<file path="src/rtl/scmpc_pkg.sv">
// Shared types and constants for the serial command motor position controller.
// No dependencies.
`default_nettype none

package scmpc_pkg;

  localparam logic [7:0] StartByte    = 8'hFF;
  localparam logic [7:0] SpeedCodeMax = 8'd100;

  localparam int unsigned CfgIdxW  = 2;
  localparam int unsigned CfgDataW = 10;

  localparam logic [CfgIdxW-1:0] CfgCentreCode = 2'd0;
  localparam logic [CfgIdxW-1:0] CfgStepScale  = 2'd1;
  localparam logic [CfgIdxW-1:0] CfgSpeedScale = 2'd2;

  localparam logic [7:0] CentreCodeRst = 8'd19;
  localparam logic [7:0] StepScaleRst  = 8'd40;
  localparam logic [9:0] SpeedScaleRst = 10'd655;

  typedef struct packed {
    logic        operation;
    logic [7:0]  rx_byte;
    logic [15:0] count_up;
    logic [15:0] count_down;
  } in_t;

  typedef struct packed {
    logic        drive_negative;
    logic [15:0] drive_duty;
    logic        command_taken;
  } out_t;

  typedef enum logic [1:0] {
    KIND_BYTE = 2'd0,
    KIND_TICK = 2'd1,
    KIND_CMD  = 2'd2
  } kind_e;

  typedef enum logic [4:0] {
    PH_HUNT  = 5'b00001,
    PH_X     = 5'b00010,
    PH_Y     = 5'b00100,
    PH_SPEED = 5'b01000,
    PH_ESC   = 5'b10000
  } phase_e;

  // Classified work item passed from front to back.
  typedef struct packed {
    kind_e       kind;
    logic        negative;
    logic [15:0] disp;
    logic [15:0] speed;
    logic [15:0] count_up;
    logic [15:0] count_down;
  } item_t;

endpackage

`default_nettype wire

</file>
<file path="src/rtl/serial_cmd_motor_position_ctrl_unit.sv">
// Path: an accepted input is written into the item queue, and the back end
// pops it into the output register. One item per cycle while neither side stalls;
// the item queue (QUEUE_DEPTH entries) lets either side stall alone.
// Reset: asynchronous, active low; clears frame parser, drive state and
// queue, and loads the configuration registers with their defaults.
`default_nettype none

module serial_cmd_motor_position_ctrl_unit #(
  parameter int unsigned QUEUE_DEPTH = 2
) (
  input  wire logic                           clk_i,
  input  wire logic                           rst_ni,
  input  wire logic                           cfg_we_i,
  input  wire logic [scmpc_pkg::CfgIdxW-1:0]  cfg_index_i,
  input  wire logic [scmpc_pkg::CfgDataW-1:0] cfg_wdata_i,
  input  wire logic                           in_valid_i,
  output logic                                in_stall_o,
  input  wire scmpc_pkg::in_t                 in_data_i,
  output logic                                out_valid_o,
  input  wire logic                           out_stall_i,
  output scmpc_pkg::out_t                     out_data_o
);

  logic             q_full, q_push, q_pop, q_valid;
  scmpc_pkg::item_t q_in, q_out;

  scmpc_front u_front (
    .clk_i       (clk_i),
    .rst_ni      (rst_ni),
    .cfg_we_i    (cfg_we_i),
    .cfg_index_i (cfg_index_i),
    .cfg_wdata_i (cfg_wdata_i),
    .in_valid_i  (in_valid_i),
    .in_stall_o  (in_stall_o),
    .in_data_i   (in_data_i),
    .q_full_i    (q_full),
    .q_push_o    (q_push),
    .q_item_o    (q_in)
  );

  scmpc_queue #(
    .Depth (QUEUE_DEPTH)
  ) u_queue (
    .clk_i   (clk_i),
    .rst_ni  (rst_ni),
    .push_i  (q_push),
    .item_i  (q_in),
    .full_o  (q_full),
    .pop_i   (q_pop),
    .valid_o (q_valid),
    .item_o  (q_out)
  );

  scmpc_back u_back (
    .clk_i       (clk_i),
    .rst_ni      (rst_ni),
    .q_valid_i   (q_valid),
    .q_item_i    (q_out),
    .q_pop_o     (q_pop),
    .out_valid_o (out_valid_o),
    .out_stall_i (out_stall_i),
    .out_data_o  (out_data_o)
  );

endmodule

`default_nettype wire

</file>
<file path="src/rtl/scmpc_front.sv">
// Front end: frame parser, configuration registers and command decode.
// Depends on scmpc_pkg.
`default_nettype none

module scmpc_front (
  input  wire logic                           clk_i,
  input  wire logic                           rst_ni,
  input  wire logic                           cfg_we_i,
  input  wire logic [scmpc_pkg::CfgIdxW-1:0]  cfg_index_i,
  input  wire logic [scmpc_pkg::CfgDataW-1:0] cfg_wdata_i,
  input  wire logic                           in_valid_i,
  output logic                                in_stall_o,
  input  wire scmpc_pkg::in_t                 in_data_i,
  input  wire logic                           q_full_i,
  output logic                                q_push_o,
  output scmpc_pkg::item_t                    q_item_o
);

  scmpc_pkg::phase_e phase_q, phase_d;
  logic [7:0] held_y_q, held_y_d;
  logic [7:0] held_speed_q, held_speed_d;
  logic [7:0] centre_q;
  logic [7:0] step_scale_q;
  logic [9:0] speed_scale_q;

  logic        accept;
  logic        y_above;
  logic [7:0]  steps;
  logic [15:0] disp;
  logic [6:0]  code;
  logic [16:0] prod;
  logic [15:0] speed_sat;

  assign in_stall_o = q_full_i;
  assign accept     = in_valid_i & ~q_full_i;
  assign q_push_o   = accept;

  always_ff @(posedge clk_i or negedge rst_ni) begin
    if (!rst_ni) begin
      centre_q      <= scmpc_pkg::CentreCodeRst;
      step_scale_q  <= scmpc_pkg::StepScaleRst;
      speed_scale_q <= scmpc_pkg::SpeedScaleRst;
    end else if (cfg_we_i) begin
      case (cfg_index_i)
        scmpc_pkg::CfgCentreCode: centre_q      <= cfg_wdata_i[7:0];
        scmpc_pkg::CfgStepScale:  step_scale_q  <= cfg_wdata_i[7:0];
        scmpc_pkg::CfgSpeedScale: speed_scale_q <= cfg_wdata_i;
        default: ;
      endcase
    end
  end

  always_comb begin
    y_above   = held_y_q > centre_q;
    steps     = y_above ? (held_y_q - centre_q) : (centre_q - held_y_q);
    disp      = {8'b0, steps} * {8'b0, step_scale_q};
    code      = (held_speed_q > scmpc_pkg::SpeedCodeMax) ?
                scmpc_pkg::SpeedCodeMax[6:0] : held_speed_q[6:0];
    prod      = {10'b0, code} * {7'b0, speed_scale_q};
    speed_sat = prod[16] ? 16'hFFFF : prod[15:0];
  end

  always_comb begin
    q_item_o.negative   = ~y_above;
    q_item_o.disp       = disp;
    q_item_o.speed      = (disp == 16'd0) ? 16'd0 : speed_sat;
    q_item_o.count_up   = in_data_i.count_up;
    q_item_o.count_down = in_data_i.count_down;
    if (in_data_i.operation) begin
      q_item_o.kind = scmpc_pkg::KIND_TICK;
    end else if (phase_q == scmpc_pkg::PH_ESC) begin
      q_item_o.kind = scmpc_pkg::KIND_CMD;
    end else begin
      q_item_o.kind = scmpc_pkg::KIND_BYTE;
    end
  end

  always_comb begin
    phase_d      = phase_q;
    held_y_d     = held_y_q;
    held_speed_d = held_speed_q;
    if (accept && !in_data_i.operation) begin
      case (phase_q)
        scmpc_pkg::PH_HUNT: begin
          if (in_data_i.rx_byte == scmpc_pkg::StartByte) begin
            phase_d = scmpc_pkg::PH_X;
          end
        end
        scmpc_pkg::PH_X: phase_d = scmpc_pkg::PH_Y;
        scmpc_pkg::PH_Y: begin
          held_y_d = in_data_i.rx_byte;
          phase_d  = scmpc_pkg::PH_SPEED;
        end
        scmpc_pkg::PH_SPEED: begin
          held_speed_d = in_data_i.rx_byte;
          phase_d      = scmpc_pkg::PH_ESC;
        end
        default: phase_d = scmpc_pkg::PH_HUNT;
      endcase
    end
  end

  always_ff @(posedge clk_i or negedge rst_ni) begin
    if (!rst_ni) begin
      phase_q      <= scmpc_pkg::PH_HUNT;
      held_y_q     <= 8'd0;
      held_speed_q <= 8'd0;
    end else begin
      phase_q      <= phase_d;
      held_y_q     <= held_y_d;
      held_speed_q <= held_speed_d;
    end
  end

endmodule

`default_nettype wire

</file>
<file path="src/rtl/scmpc_queue.sv">
// Small FIFO of classified items between front and back.
// Depends on scmpc_pkg.
`default_nettype none

module scmpc_queue #(
  parameter int unsigned Depth = 2
) (
  input  wire logic             clk_i,
  input  wire logic             rst_ni,
  input  wire logic             push_i,
  input  wire scmpc_pkg::item_t item_i,
  output logic                  full_o,
  input  wire logic             pop_i,
  output logic                  valid_o,
  output scmpc_pkg::item_t      item_o
);

  localparam int unsigned PtrW = (Depth > 1) ? $clog2(Depth) : 1;
  localparam int unsigned CntW = $clog2(Depth + 1);
  localparam logic [PtrW-1:0] LastIdx = PtrW'(Depth - 1);
  localparam logic [CntW-1:0] FullCnt = CntW'(Depth);

  scmpc_pkg::item_t mem_q [Depth];
  logic [PtrW-1:0] wr_ptr_q, rd_ptr_q;
  logic [CntW-1:0] cnt_q;
  logic            do_push, do_pop;

  assign full_o  = (cnt_q == FullCnt);
  assign valid_o = (cnt_q != '0);
  assign item_o  = mem_q[rd_ptr_q];
  assign do_push = push_i & ~full_o;
  assign do_pop  = pop_i & valid_o;

  always_ff @(posedge clk_i) begin
    if (do_push) begin
      mem_q[wr_ptr_q] <= item_i;
    end
  end

  always_ff @(posedge clk_i or negedge rst_ni) begin
    if (!rst_ni) begin
      wr_ptr_q <= '0;
      rd_ptr_q <= '0;
      cnt_q    <= '0;
    end else begin
      if (do_push) begin
        wr_ptr_q <= (wr_ptr_q == LastIdx) ? '0 : wr_ptr_q + 1'b1;
      end
      if (do_pop) begin
        rd_ptr_q <= (rd_ptr_q == LastIdx) ? '0 : rd_ptr_q + 1'b1;
      end
      case ({do_push, do_pop})
        2'b10:   cnt_q <= cnt_q + 1'b1;
        2'b01:   cnt_q <= cnt_q - 1'b1;
        default: cnt_q <= cnt_q;
      endcase
    end
  end

endmodule

`default_nettype wire

</file>
<file path="src/rtl/scmpc_back.sv">
// Back end: position tracking, target and drive update, output register.
// Depends on scmpc_pkg.
`default_nettype none

module scmpc_back (
  input  wire logic             clk_i,
  input  wire logic             rst_ni,
  input  wire logic             q_valid_i,
  input  wire scmpc_pkg::item_t q_item_i,
  output logic                  q_pop_o,
  output logic                  out_valid_o,
  input  wire logic             out_stall_i,
  output scmpc_pkg::out_t       out_data_o
);

  logic        dir_q, dir_d;
  logic [15:0] target_q, target_d;
  logic [15:0] run_q, run_d;
  logic [15:0] duty_q, duty_d;
  logic        out_valid_q;
  scmpc_pkg::out_t out_q;

  logic        pos_dir;
  logic [15:0] pos;

  assign q_pop_o     = q_valid_i & (~out_valid_q | ~out_stall_i);
  assign out_valid_o = out_valid_q;
  assign out_data_o  = out_q;

  always_comb begin
    pos_dir = (q_item_i.kind == scmpc_pkg::KIND_CMD) ? q_item_i.negative : dir_q;
    pos     = pos_dir ? (16'd0 - q_item_i.count_down) : q_item_i.count_up;

    dir_d    = dir_q;
    target_d = target_q;
    run_d    = run_q;
    duty_d   = duty_q;
    case (q_item_i.kind)
      scmpc_pkg::KIND_CMD: begin
        dir_d    = q_item_i.negative;
        target_d = q_item_i.negative ? (pos - q_item_i.disp) : (pos + q_item_i.disp);
        run_d    = q_item_i.speed;
        duty_d   = q_item_i.speed;
      end
      scmpc_pkg::KIND_TICK: begin
        if (pos == target_q) begin
          duty_d = 16'd0;
        end else begin
          dir_d  = $signed(pos) > $signed(target_q);
          duty_d = run_q;
        end
      end
      default: ;
    endcase
  end

  always_ff @(posedge clk_i or negedge rst_ni) begin
    if (!rst_ni) begin
      dir_q       <= 1'b0;
      target_q    <= 16'd0;
      run_q       <= 16'd0;
      duty_q      <= 16'd0;
      out_valid_q <= 1'b0;
    end else begin
      if (q_pop_o) begin
        dir_q       <= dir_d;
        target_q    <= target_d;
        run_q       <= run_d;
        duty_q      <= duty_d;
        out_valid_q <= 1'b1;
      end else if (!out_stall_i) begin
        out_valid_q <= 1'b0;
      end
    end
  end

  always_ff @(posedge clk_i) begin
    if (q_pop_o) begin
      out_q.drive_negative <= dir_d;
      out_q.drive_duty     <= duty_d;
      out_q.command_taken  <= (q_item_i.kind == scmpc_pkg::KIND_CMD);
    end
  end

endmodule

`default_nettype wire

</file>
<file path="config.mk">
export PLATFORM = sky130hd
export DESIGN_NAME = serial_cmd_motor_position_ctrl_unit
export DESIGN_NICKNAME = d
export VERILOG_FILES = /design/src/rtl/scmpc_pkg.sv /design/src/rtl/serial_cmd_motor_position_ctrl_unit.sv /design/src/rtl/scmpc_front.sv /design/src/rtl/scmpc_queue.sv /design/src/rtl/scmpc_back.sv
export SDC_FILE = /design/constraint.sdc
export NUM_CORES = 1
export LEC_CHECK = 0
export BUFFER_PORTS_ARGS = -buffer_cell sky130_fd_sc_hd__buf_2
export CORE_MARGIN = 1
export CORE_UTILIZATION = 68
export CTS_CLUSTER_SIZE = 25
export DETAILED_ROUTE_END_ITERATION = 6
export GPL_ROUTABILITY_DRIVEN = 0
export PLACE_DENSITY_LB_ADDON = 0.1
export SETUP_SLACK_MARGIN = 0.02
export SLEW_MARGIN = 20
export SYNTH_ARGS = -nofsm -noshare
export SYNTH_HDL_FRONTEND = slang
export SYNTH_SLANG_ARGS = --single-unit
</file>
<file path="constraint.sdc">
create_clock -name clk_i -period 11.7 [get_ports clk_i]
set_input_delay 3.51 -clock clk_i [delete_from_list [all_inputs] [get_ports clk_i]]
set_output_delay 3.51 -clock clk_i [all_outputs]
set_load 0.05 [all_outputs]
</file>
==> results of run 1 <==
final cells by class:
| class | instances | area (um2) | share of cell area [%] |
|---|---|---|---|
| inverters | 142 | 533 | 2.93 |
| flip-flops and latches | 253 | 7110 | 39.1 |
| clock inverters | 10 | 70.1 | 0.385 |
| multi-input cells | 1058 | 8910 | 49.0 |
| repair buffers | 87 | 463 | 2.54 |
| well taps | 319 | 399 | 2.19 |
| clock buffers | 37 | 712 | 3.91 |
synth_stat cells (9+ instances only):
library cell	number
nor2b_1	29
a22oi_1	16
nor2_1	62
edfxtp_1	152
o21ai_0	71
nand2b_1	13
o211ai_1	9
or2_2	9
a211oi_1	10
clkbuf_1	29
inv_1	142
xor2_1	38
a21oi_1	59
dfrtp_1	89
nor3b_1	11
mux2_2	90
nor3_1	21
and3_1	23
dfstp_2	12
nand3_1	15
xnor2_1	38
fa_1	78
a21o_1	10
nand2_1	130
a31oi_1	11
nand4_1	9
ha_1	122
buf_2	11
mux2i_1	45
and2_1	36
cells by family (layout without fill, tap and decap cells):
| family | after synthesis | in the layout | synth area share [%] |
|---|---|---|---|
| xor+xnor | 76 | 76 | 3.99 |
| buf+inv | 185 | 276 | 4.28 |
| compound gates | 239 | 239 | 8.99 |
| mux | 139 | 139 | 9.26 |
| fa+ha+maj | 200 | 200 | 18.5 |
| simple gates | 404 | 404 | 12.4 |
| flops | 253 | 253 | 42.6 |
flip-flops by register name, summed over array words and instances, names as in the netlist:
signal                 count
u_queue.wr_ptr_q           1
u_front.phase_q            5
u_back.dir_q               1
u_front.step_scale_q       8
u_front.held_speed_q       8
u_queue.rd_ptr_q           1
u_back.run_q              16
u_queue.cnt_q              2
u_back.out_data_o         18
u_back.target_q           16
u_front.centre_q           8
u_queue.mem_q            134
u_front.speed_scale_q     10
u_front.held_y_q           8
u_back.out_valid_o         1
u_back.duty_q             16
tightest hold or removal path: stages, from the launching register on:
cell and delay, ps:
dfrtp_1 340, nand2_1 40, o21ai_0 60
worst max-delay path by stage:
stage | from | end | slack (ps) | depth (start not counted)
2_1_floorplan | u_front.centre_q[0] | u_queue.mem_q[0][37] | 4390 | 28
3_3_place_gp | u_front.centre_q[0] | u_queue.mem_q[0][44] | 3760 | 26
3_5_place_dp | u_front.centre_q[0] | u_queue.mem_q[1][40] | 3480 | 26
4_1_cts | u_front.centre_q[0] | u_queue.mem_q[1][32] | 3470 | 26
5_1_grt | u_front.centre_q[0] | u_queue.mem_q[0][46] | 2940 | 26
6_report | u_front.centre_q[0] | u_queue.mem_q[1][39] | 3470 | 26
per-stage QoR:
step | utilization [%] | setup WS (ps) | instance area [um2] | hold slack [ps]
after floorplan | - | 4390 | 16700 | 448
final | 76.6 | 3470 | 18200 | 487
after global placement | 73.3 | 3760 | 17400 | 461
after detailed placement | 73.3 | 3480 | 17400 | 474
after CTS | 76.6 | 3470 | 18200 | 492
after global routing | 76.6 | 2940 | 18200 | 522
layer usage:
layer  wire length, um  up-vias
li1                  -     5416
met1             14600     5495
met2             16600      249
met3              1280       48
met4               592        0
met5                 0        -
==> summary.txt, run 1 <==
Outcome
  • Outcome: completed

Global route
  • Number of global-route vias before repair: 11400
  • Most Used Layer, Global Route: met2
  • Largest net degree at the start of global routing: 68
  • GRT met2 Usage: 47.9%
  • GR Util met3: 2.90%
  • First-pass GRT wire length: 55.9 mm
  • Total GRT Usage: 27.2%
  • Initial antenna violation count: 0
  • GRT overflow: 0
  • Global routing usage on met1: 36.5%

Min path
  • Hold Path Class: flip-flop to flip-flop
  • Hold Crit Endpoint: u_back.target_q[13]
  • Hold Path Depth: 2
  • HP Start: u_back.target_q[13]

Yosys
  • Top-area cell type share of the netlist area: 27.3%
  • EDFF count, synth: 152
  • Dominant synthesized flop cell: edfxtp_1
  • Syn_nets: 1754
  • Synthesized flop and latch total: 253
  • Yosys Warn Count: 0
  • Syn Area/Cell: 11.2 um2
  • Unique masters post-synth: 76
  • Yosys top cell by area: edfxtp_1
  • Post-synth ARST share: 39.9%
  • Sequential fraction of the synthesis area: 42.6%
  • Post-Syn Instances: 1496
  • Syn Std Cell Area: 16700 um2
  • Ranking of synthesized cells by area: edfxtp_1 (27%), dfrtp_1 (13%), fa_1 (9.3%)

Worst setup path
  • Critical R2R Capture: u_queue.mem_q[1][39]
  • Crit path DAT: 8480 ps
  • Flop-to-flop setup slack: 3470 ps
  • R2R depth: 26
  • Delay-heaviest family, CP: adder cells
  • Req. time, crit path: 11950 ps
  • Startpoint types: flip-flop
  • WP buf/inv: 3
  • Worst path max stage delay: 650 ps
  • FF-to-FF Start: u_front.centre_q[0]
  • Most used cell, CP: fa_1
  • Crit end category: flip-flop
  • Crit-path max FO: 16
  • Slowest cell on crit path: and3_1
  • Setup CP Type: flip-flop to flip-flop

Floorplan
  • Num ports: 78
  • Die W: 159 um
  • Initial core utilization: 70.3%
  • Row count: 56
  • Die Area: 25200 um2
  • Die Ht: 159 um
  • Core Area: 23800 um2

Timing
  • Final setup vio count: 0
  • Fin crit share: 70.4%
  • Setup TNS: 0 ps
  • Slew Viols, Final: 0
  • Final min period: 8230 ps
  • Worst Skew: 12.3 ps
  • Final Hold Fails: 0
  • Top achievable clock speed: 121 MHz
  • Slew HR: 36.6%
  • RSZ-0062 raised after global routing: no
  • Tightest Pin Transition: 951 ps

CTS
  • Clock latency on the worst-skew pair: 550 ps
  • Clock H-tree levels: 1
  • CTS Hold Bufs: 0
  • Root Buffer: clkbuf_16
  • CTS buffer count: 26
  • CTS tree: built
  • Clock buffer depth: 3
  • Sink Count: 253
  • Reg clk slew, reported paths: 60 ps
  • Post_cts resized: 0
  • Setup Buffers After CTS: 0

Drt
  • Vias per cell: 5.88
  • 1st-iter DRT viols: 660
  • Routed vias: 11200
  • First-pass DRT Iterations: 5
  • Antenna viol nets, final: 0
  • WL/cell: 17.4 um
  • Drt drc: 0
  • Routed wire length: 33.1 mm

Final layout
  • Share of layout cells above drive strength 1: 15.9%
  • Final nets: 1826
  • Post-Layout Cell Count: 1906
  • # fillers: 1523
  • Diodes inserted: 0
  • Commonest non-fill, non-tap cell in the layout: edfxtp_1
  • Most frequent cells in the layout: edfxtp_1 (152), inv_1 (142), nand2_1 (130)
  • Synthesis-to-finish area growth: 8.97%

Place
  • # port buffers: 77
  • Placed cells: 1859
  • Final HPWL DP: 24.3 mm

Flow run
  • Max Cap Violations: 0
Power of run 1 is left out: the tool's default activity adds up to more than one toggle a clock period on the data nets, which glitch-free logic cannot reach.
==> run 2: changes to the inputs <==
CORE_UTILIZATION = 63   (was 68)
clock period = 8.1 ns   (was 11.7 ns; I/O delays follow)
==> run 2 against run 1 <==
Count of clock-buffer cells in the layout shrank 3. Register-to-register slack lost 3000 ps. Final cell count grew 1.4%. Critical path depth grew 1. Clock skew grew 8.6 ps. Largest cell class unchanged. Highest routed layer unchanged.
==> summary.txt, run 2 (synthesis gave the netlist of run 1 again) <==
CTS
  • Clock buffer depth: 3 (unchanged)
  • CTS tree: built (unchanged)
  • Root Buffer: clkbuf_16 (unchanged)
  • Sink Count: 253 (unchanged)
  • Clock H-tree levels: 1 (unchanged)
  • CTS buffer count: 27 (was 26)
  • Reg clk slew, reported paths: 60 ps (about the same)
  • Clock latency on the worst-skew pair: 560 ps (was 550 ps)

Global route
  • Total GRT Usage: 25.6% (was 27.2%)
  • First-pass GRT wire length: 55.3 mm (was 55.9 mm)
  • GRT overflow: 0 (unchanged)
  • Initial antenna violation count: 0 (unchanged)
  • Number of global-route vias before repair: 11200 (was 11400)
  • Largest net degree at the start of global routing: 58 (was 68)

Drt
  • Drt drc: 0 (unchanged)
  • WL/cell: 17.3 um (was 17.4 um)
  • Vias per cell: 5.81 (was 5.88)
  • 1st-iter DRT viols: 667 (was 660)
  • Routed wire length: 33.4 mm (was 33.1 mm)
  • Antenna viol nets, final: 0 (unchanged)
  • Routed vias: 11200 (about the same)
  • First-pass DRT Iterations: 5 (unchanged)

Worst setup path
  • Crit end category: flip-flop (unchanged)
  • Delay-heaviest family, CP: adder cells (unchanged)
  • WP buf/inv: 4 (was 3)
  • Setup CP Type: flip-flop to flip-flop (unchanged)
  • Worst path max stage delay: 550 ps (was 650 ps)
  • Slowest cell on crit path: fa_1 (was and3_1)
  • Startpoint types: flip-flop (unchanged)
  • Req. time, crit path: 8390 ps (was 11950 ps)
  • Most used cell, CP: fa_1 (unchanged)
  • Crit path depth: 27 (was 26)
  • Crit path DAT: 7960 ps (was 8480 ps)
  • R2R depth: 27 (was 26)
  • Crit-path max FO: 16 (unchanged)

Floorplan
  • Num ports: 78 (unchanged)
  • Die Ht: 165 um (was 159 um)
  • Die Area: 27200 um2 (was 25200 um2)
  • Row count: 59 (was 56)
  • Initial core utilization: 64.1% (was 70.3%)
  • Die W: 165 um (was 159 um)
  • Core Area: 26100 um2 (was 23800 um2)

Timing
  • Fin crit share: 94.7% (was 70.4%)
  • Slew Viols, Final: 0 (unchanged)
  • Tightest Pin Transition: 1050 ps (was 951 ps)
  • Final Hold Fails: 0 (unchanged)
  • RSZ-0062 raised after global routing: no (unchanged)
  • Final setup vio count: 0 (unchanged)
  • Worst Skew: 20.9 ps (was 12.3 ps)
  • Setup TNS: 0 ps (unchanged)
  • Slew HR: 29.9% (was 36.6%)
  • Top achievable clock speed: 130 MHz (was 121 MHz)
  • Final min period: 7670 ps (was 8230 ps)

Final layout
  • Diodes inserted: 0 (unchanged)
  • Share of layout cells above drive strength 1: 16.8% (was 15.9%)
  • Reg area: 7110 um2 (unchanged)
  • Max reg flops: 134 (unchanged)
  • Commonest non-fill, non-tap cell in the layout: edfxtp_1 (unchanged)
  • Largest reg by FF count: u_queue.mem_q (unchanged)
  • Final nets: 1835 (was 1826)
  • # fillers: 1884 (was 1523)
  • Most frequent cells in the layout: edfxtp_1 (152), inv_1 (142), nand2_1 (130) (unchanged)
  • Area of the multi-input gates: 8940 um2 (was 8910 um2)
  • Synthesis-to-finish area growth: 10.5% (was 8.97%)

Place
  • Final HPWL DP: 24.9 mm (was 24.3 mm)
  • # port buffers: 77 (unchanged)

Min path
  • Hold Path Class: flip-flop to flip-flop (unchanged)
  • Hold Path Depth: 2 (unchanged)

Outcome
  • Outcome: completed (unchanged)

Flow run
  • Max Cap Violations: 0 (unchanged)
run 2: cell count changes in the layout (fill, tap and decap cells not counted), moves of 2 or more:
cell / delta
buf_4: +7
bufinv_16: +4
clkbuf_1: -3
clkinv_2: +2
clkinv_4: -2
run 2: area by class of cell:
type / instances / area share, %
clock inverters: 16 / 1.08
clock buffers: 34 / 3.86
multi-input cells: 1058 / 48.5
repair buffers: 95 / 2.90
flip-flops and latches: 253 / 38.5
well taps: 335 / 2.27
inverters: 142 / 2.89
run 2: final timing paths:
path                                startpoint                  endpoint  slack, ps
setup / recovery           u_front.centre_q[0]      u_queue.mem_q[1][41]        430
hold reg to reg            u_back.target_q[14]       u_back.target_q[14]        480
max in group asynchronous               rst_ni  u_front.speed_scale_q[8]       5010
setup reg to reg           u_front.centre_q[0]      u_queue.mem_q[1][41]        430
hold / removal             u_back.target_q[14]       u_back.target_q[14]        480
min in group asynchronous               rst_ni         u_back.duty_q[10]       1890
run 2: per-layer routing:
metal / wire, um / global-route usage [%]
met1: 15300 / 35.0
met2: 16500 / 44.0
met3: 1110 / 2.49
met4: 602 / 6.13
met5: 0 / 0
run 2: timing repair:
item | CTS | global route
hold buffers | 0 | 0
setup buffers | 0 | 3
gates resized for setup | 0 | 5
endpoints found under the setup margin | 0 | 32
run 2: through the flow:
| step | instance area (um2) | std cells | setup slack, ps | hold slack (ps) | utilization, % |
|---|---|---|---|---|---|
| 2_1_floorplan | 16700 | 1496 | 795 | 448 | - |
| 3_3_place_gp | 17500 | 1879 | 525 | 462 | 67.0 |
| 3_5_place_dp | 17500 | 1879 | 355 | 470 | 67.0 |
| 4_1_cts | 18400 | 1929 | 341 | 484 | 70.5 |
| 5_1_grt | 18400 | 1933 | 11.9 | 509 | 70.8 |
| 6_report | 18400 | 1933 | 426 | 481 | 70.8 |
run 2: worst min-delay path, stage by stage, from the launching register on:
cell and delay [ps]:
dfrtp_1 340, nand2_1 40, o21ai_0 60
Power of run 2 is left out for the same reason.
